`config.mk`:
```
export PLATFORM = sky130hd
export DESIGN_NAME = cc20_fifo
export DESIGN_NICKNAME = d
export VERILOG_FILES = /design/src/cc20_pkg.sv /design/src/cc20_fifo.sv
export SDC_FILE = /design/constraint.sdc
export NUM_CORES = 1
export LEC_CHECK = 0
export BUFFER_PORTS_ARGS = -buffer_cell sky130_fd_sc_hd__clkbuf_2
export CAP_MARGIN = 40
export CELL_PAD_IN_SITES_DETAIL_PLACEMENT = 0
export CELL_PAD_IN_SITES_GLOBAL_PLACEMENT = 1
export CORE_MARGIN = 3
export CORE_UTILIZATION = 45
export DETAILED_ROUTE_END_ITERATION = 8
export PLACE_DENSITY = 0.88
export SLEW_MARGIN = 0
export SYNTH_ARGS = -nofsm -noshare
export SYNTH_HDL_FRONTEND = slang
export SYNTH_SLANG_ARGS = --single-unit
```
`constraint.sdc`:
```
create_clock -name clk_i -period 12.65 [get_ports clk_i]
set_clock_uncertainty 0.05 [all_clocks]
set_input_delay 0 -clock clk_i [delete_from_list [all_inputs] [get_ports clk_i]]
set_output_delay 0 -clock clk_i [all_outputs]
set_load 0.01 [all_outputs]
```
`src/cc20_pkg.sv`:
```
// ----------------------------------------------------------------------------
// cc20_pkg
// types, constants and round functions of the chacha20 stream cipher
// ----------------------------------------------------------------------------
`timescale 1ns / 1ps

package cc20_pkg;

  typedef logic [15:0][31:0] block_t;
  typedef logic [3:0][31:0]  quad_t;

  // configuration register indexes
  localparam logic [2:0] REG_KEY_01   = 3'd0;
  localparam logic [2:0] REG_KEY_23   = 3'd1;
  localparam logic [2:0] REG_KEY_45   = 3'd2;
  localparam logic [2:0] REG_KEY_67   = 3'd3;
  localparam logic [2:0] REG_NONCE_01 = 3'd4;
  localparam logic [2:0] REG_NONCE_2  = 3'd5;

  localparam logic [31:0] SIGMA_0 = 32'h61707865;
  localparam logic [31:0] SIGMA_1 = 32'h3320646e;
  localparam logic [31:0] SIGMA_2 = 32'h79622d32;
  localparam logic [31:0] SIGMA_3 = 32'h6b206574;

  localparam int unsigned QUEUE_DEPTH = 2;

  typedef struct packed {
    logic [7:0][31:0] key;
    logic [2:0][31:0] nonce;
  } cfg_t;

  // one classified word on its way to the back end
  typedef struct packed {
    logic [31:0] text;
    logic        gen;
    logic [3:0]  pos;
    logic [31:0] blk;
  } entry_t;

  function automatic logic [31:0] rotl(logic [31:0] x, int unsigned n);
    return (x << n) | (x >> (32 - n));
  endfunction

  // q[0..3] = a, b, c, d
  function automatic quad_t qround(quad_t q);
    logic [31:0] a, b, c, d;
    a = q[0];
    b = q[1];
    c = q[2];
    d = q[3];
    a = a + b; d = rotl(d ^ a, 16);
    c = c + d; b = rotl(b ^ c, 12);
    a = a + b; d = rotl(d ^ a, 8);
    c = c + d; b = rotl(b ^ c, 7);
    return {d, c, b, a};
  endfunction

  // column round when diag is low, diagonal round when high
  function automatic block_t half_round(block_t s, logic diag);
    block_t r;
    quad_t  q0, q1, q2, q3;
    if (!diag) begin
      q0 = qround({s[12], s[8],  s[4], s[0]});
      q1 = qround({s[13], s[9],  s[5], s[1]});
      q2 = qround({s[14], s[10], s[6], s[2]});
      q3 = qround({s[15], s[11], s[7], s[3]});
      r[0] = q0[0]; r[4] = q0[1]; r[8]  = q0[2]; r[12] = q0[3];
      r[1] = q1[0]; r[5] = q1[1]; r[9]  = q1[2]; r[13] = q1[3];
      r[2] = q2[0]; r[6] = q2[1]; r[10] = q2[2]; r[14] = q2[3];
      r[3] = q3[0]; r[7] = q3[1]; r[11] = q3[2]; r[15] = q3[3];
    end else begin
      q0 = qround({s[15], s[10], s[5], s[0]});
      q1 = qround({s[12], s[11], s[6], s[1]});
      q2 = qround({s[13], s[8],  s[7], s[2]});
      q3 = qround({s[14], s[9],  s[4], s[3]});
      r[0] = q0[0]; r[5] = q0[1]; r[10] = q0[2]; r[15] = q0[3];
      r[1] = q1[0]; r[6] = q1[1]; r[11] = q1[2]; r[12] = q1[3];
      r[2] = q2[0]; r[7] = q2[1]; r[8]  = q2[2]; r[13] = q2[3];
      r[3] = q3[0]; r[4] = q3[1]; r[9]  = q3[2]; r[14] = q3[3];
    end
    return r;
  endfunction

  function automatic block_t init_block(cfg_t cfg, logic [31:0] blk);
    block_t s;
    s[0]  = SIGMA_0;
    s[1]  = SIGMA_1;
    s[2]  = SIGMA_2;
    s[3]  = SIGMA_3;
    for (int i = 0; i < 8; i++) begin
      s[4 + i] = cfg.key[i];
    end
    s[12] = blk;
    s[13] = cfg.nonce[0];
    s[14] = cfg.nonce[1];
    s[15] = cfg.nonce[2];
    return s;
  endfunction

endpackage

```
`src/cc20_fifo.sv`:
```
// ----------------------------------------------------------------------------
// cc20_fifo
// short queue of classified words between front end and back end
// ----------------------------------------------------------------------------
`timescale 1ns / 1ps

module cc20_fifo (
  input  logic              clk_i,
  input  logic              rst_ni,
  input  logic              push_i,
  input  cc20_pkg::entry_t  entry_i,
  input  logic              pop_i,
  output cc20_pkg::entry_t  head_o,
  output logic              empty_o,
  output logic              full_o
);

  localparam int unsigned Depth = cc20_pkg::QUEUE_DEPTH;
  localparam int unsigned PtrW  = (Depth > 1) ? $clog2(Depth) : 1;
  localparam int unsigned CntW  = $clog2(Depth + 1);
  localparam logic [PtrW-1:0] LastPtr = PtrW'(Depth - 1);
  localparam logic [CntW-1:0] FullCnt = CntW'(Depth);

  cc20_pkg::entry_t mem_q [Depth];
  logic [PtrW-1:0]  wr_ptr_q, wr_ptr_d;
  logic [PtrW-1:0]  rd_ptr_q, rd_ptr_d;
  logic [CntW-1:0]  cnt_q, cnt_d;

  assign head_o  = mem_q[rd_ptr_q];
  assign empty_o = (cnt_q == '0);
  assign full_o  = (cnt_q == FullCnt);

  always_comb begin
    wr_ptr_d = wr_ptr_q;
    rd_ptr_d = rd_ptr_q;
    cnt_d    = cnt_q;
    if (push_i) begin
      wr_ptr_d = (wr_ptr_q == LastPtr) ? '0 : wr_ptr_q + 1'b1;
    end
    if (pop_i) begin
      rd_ptr_d = (rd_ptr_q == LastPtr) ? '0 : rd_ptr_q + 1'b1;
    end
    if (push_i && !pop_i) begin
      cnt_d = cnt_q + 1'b1;
    end else if (pop_i && !push_i) begin
      cnt_d = cnt_q - 1'b1;
    end
  end

  always_ff @(posedge clk_i or negedge rst_ni) begin
    if (!rst_ni) begin
      wr_ptr_q <= '0;
      rd_ptr_q <= '0;
      cnt_q    <= '0;
    end else begin
      wr_ptr_q <= wr_ptr_d;
      rd_ptr_q <= rd_ptr_d;
      cnt_q    <= cnt_d;
    end
  end

  always_ff @(posedge clk_i) begin
    if (push_i) begin
      mem_q[wr_ptr_q] <= entry_i;
    end
  end

endmodule

```
# [Word level (Yosys, flattened, before mapping)]
# Memory sizes are Yosys's and may differ from the RTL's.
# Cells that the tools add are included.
[totals] in_bits=73 output_inout_bits=71 ramBits=138 n_memories=1 ff_bits=4
[mem_list] name="mem_q" depth=2 width=69 read_ports=1 rd_clocked_by_memory_dff=0 wr=1 line_no="cc20_fifo.sv:24" source="cc20_pkg::entry_t mem_q [Depth];"
[classes] n_reduce_logical=6 n_mux=6 n_eq_ne=1 add_sub_neg=4
[op_table] operator="$mux W1" count=4
[op_table] operator="$mux W2" count=2
[op_table] operator="$add A1 B1 Y1 const B" count=2
[op_table] operator="$add A2 B1 Y2 const B" count=1
[op_table] operator="$eq A2 B2 Y1 const B" count=1
[op_table] operator="$logic_and A1 B1 Y1" count=2
[op_table] operator="$logic_not A1 Y1" count=2
[op_table] operator="$logic_not A2 Y1" count=1
[op_table] operator="$reduce_bool A2 Y1" count=1
[op_table] operator="$sub A2 B1 Y2 const B" count=1

# [Longest topological paths before layout]
[depth] depth_word=4 mapped_depth=5 mapped_depth_nobuf=5

# [Worst setup path before layout]
# OpenSTA, ideal clock, no wires.
[synth_timing] kind="flip-flop to flip-flop" startpoint="reg wr_ptr_q" endpoint="mem mem_q[0][0] (netlist name), enable pin" t_arrival_ns=3.467 path_slack_ns=8.628 path_stages_with_launch=2 n_path_buf=0 required_time_ns=12.095 cell_sequence="dfrtp_1 nor2b_1"
[synth_lines] element="start: declaration" line_no="cc20_fifo.sv:25" source="logic [PtrW-1:0] wr_ptr_q, wr_ptr_d;"
[synth_lines] element="start signal: assignment" line_no="cc20_fifo.sv:56" source="wr_ptr_q <= wr_ptr_d;"
[synth_lines] element="end: declaration" line_no="cc20_fifo.sv:24"
# No word-level cell before the write port.

==> qor.yml <==
outcome:
  status: "complete, no violations"
yosys:
  syn_inst: 231
  synth_top_area_cell: "edfxtp_1"
  synth_seq_cells: 142
  syn_area_um2: 5520
  syn_avg_cell_area_um2: 23.9
  yosysSeqAreaShare: 0.769
  yosysTopAreaCellShare: 0.751
  syn-num-nets: 305
  yosys_warnings: 0
  ys_top_cells_by_area: "edfxtp_1 75%, mux2_4 19%, buf_12 2.5%"
  synth_cell_types: 12
drt:
  vias: 2864
  drc: 0
  drt_pre_antenna_iters: 4
  routedWlPerCell_um: 15.9
  drt_wl_total_um: 9800
  first_iter_violations: 125
  drtAntennaViolNets: 0
  viasPerCell: 4.63
grt:
  grt_pass1_wl_um: 14900
  grt_max_degree: 39
  first_global_vias: 3109
  grt_use_total: 0.148
  met1_usage: 0.169
  grt_overflow_total: 0
  use_met2: 0.262
  grt-busiest-layer: "met2"
  grt_use_met3: 0.0466
  antenna_found_initial: 0
finish:
  nNetsFinal: 536
  antennaDiodeCount: 0
  final_common_cell: "clkbuf_2"
  multi_input_area_um2: 1130
  seq_area_um2: 4250
  mostFrequentLayoutCells: "143 x clkbuf_2, 138 x edfxtp_1, 73 x dlygate4sd3_1"
  fillCellCount: 776
  area_growth_pct: 39.0
  drive_above_1_share: 0.526
setup_path:
  reg2reg_to: "mem_q[0][60]"
  critPathArrivalTime_ns: 2.47
  crit_required_ns: 12.60
  worstSetupPathType: "register to primary output"
  worst-r2r-cell-count: 3
  r2r_slack_ns: 10.72
  critPathMaxFanout: 38
  endpoint_kind: "primary output"
  start_kind: "register"
  r2r_start: "wr_ptr_q"
placement:
  hpwl_um: 6240
  numPortBuffers: 143
  gp_congestion: 0.698
power:
  powerDensity_nw_per_um2: 215
  finalPower_mw: 1.65
  ir_drop_uv: 129
  p_leak_nw: 3.17
clock_tree:
  root_buffer: "clkbuf_16"
  cts_resized: 0
  cts_tree: "done"
  numCtsBuffers: 17
  cts.sink_count: 142
  clkLatencyLatePin_ns: 0.40
  postCtsSetupRepairBufs: 0
  cts.path.max_buffers: 2
  clkSlewWorstSetupHoldPaths_ns: 0.06
  hold_buffers: 73
  h-tree-depth: 4
floorplanning:
  ios: 144
  die_w_um: 117
  dieHeight_um: 117
  start_util: 0.471
  core_area_um2: 11700
  dieArea_um2: 13600
  num_rows: 39
sta:
  finalCriticalPeriod_ns: 2.52
  max_freq_mhz: 397
  rsz0062_at_grt: "false"
  setup_viol: 0
  tightest_slew_ns: 0.692
  finalSetupTns_ns: 0
  hold_violations: 0
  slew_violations: 0
  max_slew_margin: 0.539
  timing.final.crit_share: 0.199
hold_path:
  hold_path.startpoint: "entry_i[43]"
  hold_end: "mem_q[0][43]"
  hold_path_class: "input port to register"
  min_path_cells: 2
flow_run:
  max-cap-violations: 0
## area by class of cell
class	count	area share
Clock inverter	14	0.0222
Timing Repair Buffer	220	0.197
Multi-Input combinational cell	80	0.147
Clock buffer	18	0.0560
Inverter	1	0.000490
Sequential cell	142	0.554
Tap cell	143	0.0233
## where the power goes
group	total, mW	internal [mW]	switching, mW	leakage [nW]
clock	0.491	0.310	0.181	0.282
combinational	0.475	0.261	0.214	1.55
sequential	0.681	0.625	0.0554	1.34
## critical path: stages (launching register included)
cell      delay [ns]
dfrtp_4         0.86
buf_4           0.69
mux2_4          0.37
clkbuf_2        0.13
## how the worst max path moves through the flow
stage	depth (start not counted)	startpoint	endpoint	slack, ns
4_1_cts	3	rd_ptr_q	head_o[26]	10.09
2_1_floorplan	1	wr_ptr_q	mem_q[0][0]	8.63
3_5_place_dp	3	rd_ptr_q	head_o[26]	10.53
5_1_grt	3	rd_ptr_q	head_o[26]	9.99
3_3_place_gp	2	wr_ptr_q	mem_q[0][33]	10.45
6_report	3	rd_ptr_q	head_o[26]	10.13
## flip-flops by register name (all words and copies together) (netlist names)
signal and flops:
mem_q 138, cnt_q 2, rd_ptr_q 1, wr_ptr_q 1
## per-layer routing
metal / up-vias / share of wire
met3: 2 / 0.052
met2: 87 / 0.53
met5: - / 0
met1: 1401 / 0.42
met4: 0 / 0.0030
li1: 1374 / -
## cells in the mapped netlist
| library cell | count |
|---|---|
| inv_1 | 1 |
| nor2_1 | 2 |
| edfxtp_1 | 138 |
| and2_1 | 1 |
| xor2_1 | 4 |
| ha_1 | 1 |
| buf_6 | 1 |
| buf_12 | 7 |
| xnor2_1 | 1 |
| dfrtp_1 | 4 |
| nor2b_1 | 2 |
| mux2_4 | 69 |
## metrics by stage
| stage | instances | utilization | hold slack, ns | setup WS [ns] | cell area (um^2) |
|---|---|---|---|---|---|
| 4_1_cts | 618 | 0.655 | 0.254 | 10.09 | 7670 |
| 3_3_place_gp | 511 | 0.537 | -0.236 | 10.45 | 6290 |
| 2_1_floorplan | 231 | - | -0.346 | 8.63 | 5520 |
| 6_report | 618 | 0.655 | 0.276 | 10.13 | 7670 |
| 3_5_place_dp | 513 | 0.541 | -0.234 | 10.53 | 6340 |
| 5_1_grt | 618 | 0.655 | 0.268 | 9.99 | 7670 |
## cell families (layout without fill, tap and decap cells)
group / count (synthesis) / count (layout) / share of synthesized area
buf+inv: 9 / 253 / 0.0281
flops: 142 / 142 / 0.769
simple gates: 5 / 5 / 0.00476
fa+ha+maj: 1 / 1 / 0.00227
xor+xnor: 5 / 5 / 0.00794
mux: 69 / 69 / 0.188
Note: power is estimated with default switching activity, not from simulation.
