### src/cc20_pkg.sv
// ----------------------------------------------------------------------------
// cc20_pkg
// types, constants and round functions of the chacha20 stream cipher
// ----------------------------------------------------------------------------
`timescale 1ns / 1ps

package cc20_pkg;

  typedef logic [15:0][31:0] block_t;
  typedef logic [3:0][31:0]  quad_t;

  // configuration register indexes
  localparam logic [2:0] REG_KEY_01   = 3'd0;
  localparam logic [2:0] REG_KEY_23   = 3'd1;
  localparam logic [2:0] REG_KEY_45   = 3'd2;
  localparam logic [2:0] REG_KEY_67   = 3'd3;
  localparam logic [2:0] REG_NONCE_01 = 3'd4;
  localparam logic [2:0] REG_NONCE_2  = 3'd5;

  localparam logic [31:0] SIGMA_0 = 32'h61707865;
  localparam logic [31:0] SIGMA_1 = 32'h3320646e;
  localparam logic [31:0] SIGMA_2 = 32'h79622d32;
  localparam logic [31:0] SIGMA_3 = 32'h6b206574;

  localparam int unsigned QUEUE_DEPTH = 2;

  typedef struct packed {
    logic [7:0][31:0] key;
    logic [2:0][31:0] nonce;
  } cfg_t;

  // one classified word on its way to the back end
  typedef struct packed {
    logic [31:0] text;
    logic        gen;
    logic [3:0]  pos;
    logic [31:0] blk;
  } entry_t;

  function automatic logic [31:0] rotl(logic [31:0] x, int unsigned n);
    return (x << n) | (x >> (32 - n));
  endfunction

  // q[0..3] = a, b, c, d
  function automatic quad_t qround(quad_t q);
    logic [31:0] a, b, c, d;
    a = q[0];
    b = q[1];
    c = q[2];
    d = q[3];
    a = a + b; d = rotl(d ^ a, 16);
    c = c + d; b = rotl(b ^ c, 12);
    a = a + b; d = rotl(d ^ a, 8);
    c = c + d; b = rotl(b ^ c, 7);
    return {d, c, b, a};
  endfunction

  // column round when diag is low, diagonal round when high
  function automatic block_t half_round(block_t s, logic diag);
    block_t r;
    quad_t  q0, q1, q2, q3;
    if (!diag) begin
      q0 = qround({s[12], s[8],  s[4], s[0]});
      q1 = qround({s[13], s[9],  s[5], s[1]});
      q2 = qround({s[14], s[10], s[6], s[2]});
      q3 = qround({s[15], s[11], s[7], s[3]});
      r[0] = q0[0]; r[4] = q0[1]; r[8]  = q0[2]; r[12] = q0[3];
      r[1] = q1[0]; r[5] = q1[1]; r[9]  = q1[2]; r[13] = q1[3];
      r[2] = q2[0]; r[6] = q2[1]; r[10] = q2[2]; r[14] = q2[3];
      r[3] = q3[0]; r[7] = q3[1]; r[11] = q3[2]; r[15] = q3[3];
    end else begin
      q0 = qround({s[15], s[10], s[5], s[0]});
      q1 = qround({s[12], s[11], s[6], s[1]});
      q2 = qround({s[13], s[8],  s[7], s[2]});
      q3 = qround({s[14], s[9],  s[4], s[3]});
      r[0] = q0[0]; r[5] = q0[1]; r[10] = q0[2]; r[15] = q0[3];
      r[1] = q1[0]; r[6] = q1[1]; r[11] = q1[2]; r[12] = q1[3];
      r[2] = q2[0]; r[7] = q2[1]; r[8]  = q2[2]; r[13] = q2[3];
      r[3] = q3[0]; r[4] = q3[1]; r[9]  = q3[2]; r[14] = q3[3];
    end
    return r;
  endfunction

  function automatic block_t init_block(cfg_t cfg, logic [31:0] blk);
    block_t s;
    s[0]  = SIGMA_0;
    s[1]  = SIGMA_1;
    s[2]  = SIGMA_2;
    s[3]  = SIGMA_3;
    for (int i = 0; i < 8; i++) begin
      s[4 + i] = cfg.key[i];
    end
    s[12] = blk;
    s[13] = cfg.nonce[0];
    s[14] = cfg.nonce[1];
    s[15] = cfg.nonce[2];
    return s;
  endfunction

endpackage

### src/cc20_front.sv
// ----------------------------------------------------------------------------
// cc20_front
// accepts words, tracks position and block counter, marks block starts
// ----------------------------------------------------------------------------
`timescale 1ns / 1ps

module cc20_front (
  input  logic              clk_i,
  input  logic              rst_ni,
  input  logic              in_valid_i,
  input  logic [31:0]       text_word_i,
  input  logic              message_start_i,
  output logic              in_stall_o,
  input  logic              fifo_full_i,
  output logic              push_o,
  output cc20_pkg::entry_t  entry_o
);

  logic [3:0]  pos_q, pos_d, pos_cur;
  logic [31:0] blk_q, blk_d, blk_cur;

  assign in_stall_o = fifo_full_i;
  assign push_o     = in_valid_i && !fifo_full_i;

  // message start restarts at block 0, word 0
  assign pos_cur = message_start_i ? 4'd0 : pos_q;
  assign blk_cur = message_start_i ? 32'd0 : blk_q;

  assign entry_o.text = text_word_i;
  assign entry_o.gen  = (pos_cur == 4'd0);
  assign entry_o.pos  = pos_cur;
  assign entry_o.blk  = blk_cur;

  always_comb begin
    pos_d = pos_q;
    blk_d = blk_q;
    if (push_o) begin
      pos_d = pos_cur + 4'd1;
      blk_d = (pos_cur == 4'd15) ? blk_cur + 32'd1 : blk_cur;
    end
  end

  always_ff @(posedge clk_i or negedge rst_ni) begin
    if (!rst_ni) begin
      pos_q <= '0;
      blk_q <= '0;
    end else begin
      pos_q <= pos_d;
      blk_q <= blk_d;
    end
  end

endmodule

### config.mk
export PLATFORM = sky130hd
export DESIGN_NAME = cc20_front
export DESIGN_NICKNAME = d
export VERILOG_FILES = /design/src/cc20_pkg.sv /design/src/cc20_front.sv
export SDC_FILE = /design/constraint.sdc
export NUM_CORES = 1
export LEC_CHECK = 0
export BUFFER_PORTS_ARGS = -buffer_cell sky130_fd_sc_hd__buf_2
export CORE_ASPECT_RATIO = 1.75
export CORE_UTILIZATION = 44
export DETAILED_ROUTE_END_ITERATION = 12
export MAX_ROUTING_LAYER = met4
export PLACE_DENSITY = 0.76
export SYNTH_ARGS = -nofsm -noshare
export SYNTH_HDL_FRONTEND = slang
export SYNTH_SLANG_ARGS = --single-unit
### constraint.sdc
create_clock -name clk_i -period 1.92 [get_ports clk_i]
set_clock_uncertainty 0.2 [all_clocks]
set_input_delay 0.192 -clock clk_i [delete_from_list [all_inputs] [get_ports clk_i]]
set_output_delay 0.192 -clock clk_i [all_outputs]
set_load 0.05 [all_outputs]
Word level (Yosys, flattened, before mapping)
Index checks and enable logic that the tools add are counted.

Bits in registers: 36. Latch bits: 0. RAM bits: 0. ROM bits: 0. Input bits: 37. Output and inout port bits: 71. Word-level logic and storage cells: 11. Memories: 0.

Add/subtract/negate cells: 2. $mul: 0. Div/mod/pow operators: 0. $lt $le $gt $ge: 0. Eq/ne operators: 1. Shift-type cells: 0. Multiplexer cells: 3. Bitwise operators: 0. Reduce and logical (&&, ||, !) cells: 3.

Operators by type and width (count): $mux W32 (2); $add A32 B1 Y32 const B (1); $add A4 B1 Y4 const B (1); $eq A4 B4 Y1 const B (1); $logic_not A4 Y1 (1); $mux W4 (1); $logic_and A1 B1 Y1 (1); $logic_not A1 Y1 (1).

Depth between registers and ports, before layout
Gate-level depths: netlist of the first run.

Word-level depth: 3. Mapped depth: 10. Depth with buffers taken out: 7.

Least setup slack after synthesis of the first run
No wires, ideal clock.

Path type: input-to-reg. From: input port message_start_i. To: register blk_q[23]. Setup time: 0.071 ns. Arrival: 2.944 ns. Required time: 1.649 ns. Path slack: -1.295 ns. Stages: 10. Path buffers: 4. Path through: buf_2 -> buf_1 -> clkbuf_1 -> nor2b_1 -> ha_1 -> nand4b_1 -> or2_1 -> clkbuf_1 -> or4_1 -> nand3_1.

RTL lines: from (decl) (RTL line cc20_front.sv:12) `input logic message_start_i,`; to (signal assigned) (RTL line cc20_front.sv:49) `blk_q <= blk_d;`; to (decl) (RTL line cc20_front.sv:20) `logic [31:0] blk_q, blk_d, blk_cur;`.

Worst setup path after layout of the first run
From: register pos_q[0]. To: register blk_q[23].

Cells in the longest elaborated chain, start to end: 3.

Ends and longest elaborated chain: from (decl) (RTL line cc20_front.sv:19) `logic [3:0] pos_q, pos_d, pos_cur;`; from (signal assigned) (RTL line cc20_front.sv:48) `pos_q <= pos_d;`; $mux W4 (RTL line cc20_front.sv:26) `assign pos_cur = message_start_i ? 4'd0 : pos_q;`; $eq A4 B4 Y1 (RTL line cc20_front.sv:39) `blk_d = (pos_cur == 4'd15) ? blk_cur + 32'd1 : blk_cur;`; $mux W32 (RTL line cc20_front.sv:39).

Every way passes these cells. A chain may end at the register's enable or synchronous reset.

==> results.txt, run 1 <==
The reported leakage power is ~1.6 nW. The layout-stage area growth over the synthesis result came out at 26.9%. The launching element type of the critical path is a flip-flop. For the final routed database, the setup TNS stands at -171 ps. The design draws roughly 0.0018 W. Prior to clock tree synthesis, the placed netlist has a worst setup slack of -222 ps. The first global-routing pass estimated between 10,000 and 15,000 um of wire. The root buffer cell chosen for the clock tree is sky130_fd_sc_hd__clkbuf_8.

Setup repair after global routing could not meet its margin everywhere. The class of the tightest hold or removal check is primary input to primary output. The count of buffers inserted at the top-level ports is 43. The core region is approximately 5600 sq um. The total CTS buffers is 5.

The first detailed-routing pass ran for 4 iterations. The run finished, with violations left. The remaining antenna violation count after routing is 0. The fraction of synthesis flops using an asynchronous set or reset pin is 1.00. Dividing the final minimum period by the clock period gives 1.03. The pin count of the biggest net entering global routing is 30. The number of global-route vias before repair is 2,110. The number of flip-flops and latches in the synthesized netlist came out at 36. STA classifies the critical path endpoint as a flip-flop. The sum of net half-perimeters after detailed placement is roughly 4600 um. For the finished layout, the period the worst path requires is between 1500 and 2000 ps. TritonCTS built the clock tree. The largest fanout on the critical path came out at 5. The remaining max-slew budget at the tightest pin came out at 0.660. The final number of max-transition violations is 0.

The standard-cell row count came out at 36. The total via count after detailed routing came out at 2,210. Among all flip-flop cells after synthesis, the most frequent one is sky130_fd_sc_hd__dfrtp_1. The critical path launch point is pos_q[0]. The number of synthesis warnings came out at 0. The worst ir drop on vdd is ~0.41 mV.

Measured on the finished design, the core utilization comes to 0.585. The cell area power density came out at between 500 and 600 nW/um^2. The global route total overflow is 0.

The most common cell in the synthesized netlist is sky130_fd_sc_hd__nand2_1. The routability-driven placement congestion ratio came out at just over 0.9. sky130_fd_sc_hd__dfrtp_1 takes more of the synthesized area than any other cell. The final layout net count is between 300 and 400.

The number of top-level design ports is 108. The share of the Yosys chip area taken by registers is 0.350. The highest attainable clock frequency is between 0.5 and 0.6 GHz. The die is 103 um tall.

After synthesis, the most frequently instantiated cells are 47 x sky130_fd_sc_hd__nand2_1, 36 x sky130_fd_sc_hd__dfrtp_1, 33 x sky130_fd_sc_hd__buf_4, 32 x sky130_fd_sc_hd__nor2b_1, 20 x sky130_fd_sc_hd__xnor2_1. The area of the mapped netlist came out at 2570 sq um. The initial standard-cell utilization of the core is 0.461. The number of setup violations in the final report is 9.

For this run, design rule violations remaining after detail routing come to 0. The number of antenna diodes in the final layout is 0. The first-iteration detailed-routing DRC count is between 40 and 50. The total number of H-tree levels came out at 2. The measured slew at the worst slew-check pin is about 500 ps. The number of distinct library cell variants in the gate-level netlist after synthesis came out at between 40 and 50. Summed over all layers, the routed wires come to ~6600 um. The latest clock arrival within the worst-skew pair came out at a little under 300 ps. The via density per instance came out at 5.35. The per-instance average area after synthesis came out at approximately 8.9 sq um. The maximum count of clock buffers along a single path came out at 2. Sorting the synthesized cells by area gives the leading types as sky130_fd_sc_hd__dfrtp_1 35%, sky130_fd_sc_hd__buf_4 9.6%, sky130_fd_sc_hd__nor2b_1 7.8%.

The checks that failed: negative setup slack. The clock transition time at the flip-flop clock pins of the worst setup and hold paths is ~70 ps. The gate count of the mapped netlist is between 200 and 300. The worst setup path is of the flip-flop to flip-flop kind.

Data arrives at the worst endpoint at 2010 ps. The wire length per cell came out at 15.9 um. The hold violation count in the final report came out at 0. The overall routing resource usage came out at 0.229.

The number of nets produced by synthesis is approximately 330. The tree built by TritonCTS fans out to 36 sinks. The startpoint identified for the worst hold timing path is text_word_i[15]. The worst path setup slack after routing came out at -64.0 ps. In the final layout, the share of cells above drive strength 1 is 0.409.

The share of the synthesized area in the top cell type came out at 0.350. The number of violations of the max-capacitance limit is 0. Measured along the x axis, the die boundary spans ~60 um. The die covers just over 6000 sq um. The number of synthesized flops with an enable pin is 0. The launch point of the worst reg-to-reg path is pos_q[0].

The number of antenna violations at the first check in global routing is 0. The worst path required time is between 1500 and 2000 ps.
[sequential cells by signal (all words and copies together), names as in the netlist]
name   flops
pos_q      4
blk_q     32
[critical path: stages (launching register included)]
cell,delay (ps)
sky130_fd_sc_hd__dfrtp_1,340
sky130_fd_sc_hd__nand2b_1,100
sky130_fd_sc_hd__clkinvlp_4,110
sky130_fd_sc_hd__ha_4,140
sky130_fd_sc_hd__nand4b_1,150
sky130_fd_sc_hd__or2_4,330
sky130_fd_sc_hd__or4_4,440
sky130_fd_sc_hd__nand3_2,100
[where the power goes]
group | internal (W) | switching (W)
logic | 0.000106 | 0.000169
registers | 0.000775 | 0.0000179
clock network | 0.000458 | 0.000282
[routing by layer]
metal / global-route usage / routed length (um)
met5: - / 0
met4: 0.131 / 226
met3: 0.0274 / 325
met2: 0.374 / 3520
met1: 0.266 / 2510
[cell type report]
type | count | area, sq um
fill | 506 | 2320
timing repair buffer | 85 | 568
sequential | 36 | 901
clock buffer | 7 | 96.3
multi-input combinational | 201 | 1550
clock inverter | 1 | 30.0
inverter | 7 | 31.3
tap | 76 | 95.1
[through the flow]
step	area, sq um	std cells	hold slack [ps]
6_report	3270	413	184
4_1_cts	3180	412	174
2_1_floorplan	2660	289	-304
5_1_grt	3270	413	184
3_5_place_dp	2930	398	-4.33
3_3_place_gp	2930	398	-11.3
[final timing paths]
path	end	slack, ps	cells past startpoint
worst min-delay path	entry_o[52]	180	0
min in group asynchronous	blk_q[16]	200	2
worst min register to register	blk_q[31]	350	2
worst max register to register	blk_q[23]	-60	7
worst max-delay path	blk_q[23]	-60	7
max in group asynchronous	blk_q[24]	850	3
[timing repair]
| item | CTS | global route |
|---|---|---|
| setup buffers | 4 | 2 |
| endpoints found under the setup margin | 17 | 28 |
| hold buffers | 1 | 0 |
| gates cloned | 1 | 0 |
| gates resized for setup | 15 | 17 |
| endpoints found under the hold margin | 20 | 0 |
| pin swaps | 4 | 4 |
[cell usage in the layout, fill, tap and decap left out, types with 3 or more instances in the layout]
cell,n
sky130_fd_sc_hd__xor2_1,8
sky130_fd_sc_hd__nor2b_1,29
sky130_fd_sc_hd__nand2_1,45
sky130_fd_sc_hd__and3_1,5
sky130_fd_sc_hd__clkbuf_8,7
sky130_fd_sc_hd__buf_2,42
sky130_fd_sc_hd__o21ai_0,7
sky130_fd_sc_hd__nand2b_1,3
sky130_fd_sc_hd__buf_4,38
sky130_fd_sc_hd__inv_1,4
sky130_fd_sc_hd__nand3_1,7
sky130_fd_sc_hd__nor4_2,7
sky130_fd_sc_hd__and2_1,4
sky130_fd_sc_hd__xnor2_1,19
sky130_fd_sc_hd__nand4b_1,3
sky130_fd_sc_hd__dfrtp_1,36
sky130_fd_sc_hd__nor4_4,4
sky130_fd_sc_hd__nand4_1,9
sky130_fd_sc_hd__nor2_1,5
[cell families (layout without fill, tap and decap cells)]
group,Yosys count,after routing,share of synthesized area
and+or+nand+nor,154,155,0.373
buffers and inverters,53,100,0.131
DFF,36,36,0.350
xor gates and xnor gates,28,28,0.0953
AOI/OAI and AO/OA,15,15,0.0365
adders and majority gates,3,3,0.0146
Note: power is estimated with default switching activity, not from simulation.
==> run 2, diff against run 1 <==
Settings changed: REMOVE_ABC_BUFFERS from default to 1.
==> run 2 against run 1 <==
Against the previous run:
- the run still ends with negative setup slack left
- die area is the same
- design area shrank 1.0%
- power shrank 11%
- cell count grew 0.97%
- sequential cell count is the same
- combinational power shrank 11%
- first-iteration DRC count grew 91%
- count of clock-buffer cells in the layout grew 1
- utilization shrank 0.60 points
- sequential share of layout area grew 0.29 points
- non-clock buffer count grew 4
- register-to-register slack gained 30 ps
==> results.txt, run 2 (synthesis results as in run 1) <==
Compared with the post-synthesis result, the final layout area differs by 25.6%. The number of antenna violations at the first check in global routing came to 0. The number of flip-flops under the largest register name came out at 32. The reg-to-reg setup timing slack came out at -30 ps. In this design, the stage delay of the slowest critical-path cell is ~380 ps. The worst path setup slack after routing is -29.5 ps. The hold violation count in the final report is 0.

In this run the worst setup path terminates at blk_q[22]. The clock sink count came out at 36. The final number of max-transition violations came out at 0. Summed over all nets, the half-perimeter wirelength after detailed placement is 5470 um. The via density per instance is about 5.5.

For this configuration, the core starts out at a cell density of 0.461. Subtracting the final worst setup slack from the clock period gives 1950 ps. The first-pass GRT wire length came out at about 11,000 um. The launch point of the worst reg-to-reg path is pos_q[1].

The final standard cell area without fillers is ~3200 sq um. On the critical path, the stage with the largest delay is an instance of sky130_fd_sc_hd__nor4_2. In this run the count of I/O pins placed on the die edge is ~110. The count of buffers inserted at the top-level ports is between 40 and 50.

The remaining design rule violation count is 0. After detailed routing, the average wire length per cell comes to roughly 18 um. Entering global routing, the biggest net connects 21 pins. The area of placed instances came out at approximately 2900 sq um. The final reports fail on negative setup slack. The detail route stage leaves a number of antenna-violating nets equal to 0. The first-iteration detailed-routing DRC count is 86. In the final layout, the registers with the most flip-flops are blk_q (32), pos_q (4).

The largest fanout on the critical path is 5. The antenna diode count came out at 0. The worst ir drop on vdd is 0.350 mV. The global route total overflow came out at 0.

Clock tree synthesis inserted a total of 5 buffers. The worst setup timing slack at the placement stage is -297 ps. The number of violations of the max-capacitance limit is 0. The die is ~100 um tall. Setup repair after global routing could not meet its margin everywhere. The overall routing resource usage is 0.263. The final cycle utilization of the critical path came out at 1.02. The signal on the critical path passes through nor2b_4 > ha_4 > and3_4 > nand4_4 > nor4_2 > xnor2_1. The share of layout cells above drive strength 1 is 0.381. The total area inside the core boundary comes to 5590 sq um. For this run, the top clock speed supported by timing is 0.513 GHz. The routability-driven placement congestion ratio came out at about 0.85. The cell count of the worst reg-to-reg path is 6. The die width came out at 59.8 um. The measured slew at the worst slew-check pin came out at between 500 and 600 ps. The number of non-filler instances in the completed layout is around 420. TritonCTS built the clock tree. The total number of H-tree levels is 2. In this run the static leakage power is around 1.6 nW. The latest clock arrival within the worst-skew pair came out at roughly 300 ps. The overall die area is 6170 sq um. The path class of the tightest hold or removal check is primary input to flip-flop. The launching element type of the critical path is a flip-flop. Tracing the worst setup path back leads to its startpoint at pos_q[1]. The design draws approximately 0.0016 W. The classification of the worst setup path is flip-flop to flip-flop. The library cells used most frequently in the layout, excluding fill and tap cells, are 45 x sky130_fd_sc_hd__nand2_1, 43 x sky130_fd_sc_hd__buf_4, 42 x sky130_fd_sc_hd__buf_2.

The end of the worst register-to-register path is blk_q[22]. The worst path required time is 1940 ps. The clock transition time at the flip-flop clock pins of the worst setup and hold paths came out at 70 ps. The maximum count of clock buffers along a single path is 2. The cell total after placement came out at a little over 400. The run finished, with violations left. In this run the clock root is driven by a sky130_fd_sc_hd__clkbuf_8. Row generation in the floorplan step produced 36 rows. The remaining max-slew budget at the tightest pin is 0.654. The number of global-route vias before repair is approximately 2,200.

The length of the first detailed-routing pass in iterations is 4. The most common cell after layout, fill and taps aside is sky130_fd_sc_hd__nand2_1. The number of setup violations in the final report came out at 8. The worst hold path was traced through 4 stages. Wires add up to roughly 7600 um. The final layout net count is 380. STA classifies the critical path endpoint as a flip-flop. The final route contains between 2,000 and 2,500 vias. blk_q holds more flip-flops than any other register. The endpoint arrival time on the critical path came out at approximately 2000 ps. The cell area power density is 499 nW/um^2.
## run 2: cell types whose count changed in the layout (fill, tap and decap cells not counted), sizes merged
cell,previous run,this run
buf,84,88
bufinv,1,0
clkbuf,7,8
clkinvlp,1,0
inv,5,6
## run 2: stage by stage
stage	utilization	hold slack [ps]	setup TNS (ps)
2_1_floorplan	-	-304	-22300
3_3_place_gp	0.521	-14.6	-1220
3_5_place_dp	0.521	-12.7	-2700
4_1_cts	0.555	164	-70.7
5_1_grt	0.579	184	-920
6_report	0.579	157	-104
## run 2: timing repair
action / CTS / global route
setup buffers: 0 / 2
setup endpoints to repair: 26 / 29
hold buffers: 1 / 0
gates resized for setup: 17 / 21
cloned: 1 / 0
endpoints found under the hold margin: 19 / 0
pin swaps: 10 / 18
## run 2: power by group
group	internal [W]	total, W	switching (W)
logic	0.0000864	0.000245	0.000158
clock network	0.000293	0.000570	0.000278
registers	0.000775	0.000799	0.0000237
## run 2: worst min-delay path by stage
| stage | to | startpoint |
|---|---|---|
| floorplan | blk_q[0] | rst_ni |
| global placement | blk_q[3] | rst_ni |
| detailed placement | blk_q[5] | rst_ni |
| CTS | pos_q[0] | in_valid_i |
| global route | entry_o[63] | text_word_i[26] |
| finish | pos_q[0] | in_valid_i |
## run 2: layout make-up
type / instances / area (sq um)
Timing Repair Buffer: 89 / 586
Clock buffer: 8 / 90.1
Fill cell: 505 / 2350
Sequential cell: 36 / 901
Multi-Input combinational cell: 201 / 1540
Inverter: 7 / 26.3
Tap cell: 76 / 95.1
## run 2: layer usage
| metal | vias to the layer above | GRT usage | share of wire |
|---|---|---|---|
| met5 | - | - | 0 |
| met3 | 19 | 0.129 | 0.11 |
| li1 | 1053 | - | - |
| met1 | 1120 | 0.293 | 0.38 |
| met2 | 105 | 0.392 | 0.48 |
| met4 | 0 | 0.116 | 0.028 |
## run 2: worst max-delay path, delay by kind of cell (launching register included)
kind | cells | cell delay, ps
xor+xnor | 1 | 150
fa+ha+maj | 1 | 150
flops | 1 | 370
simple gates | 4 | 1000
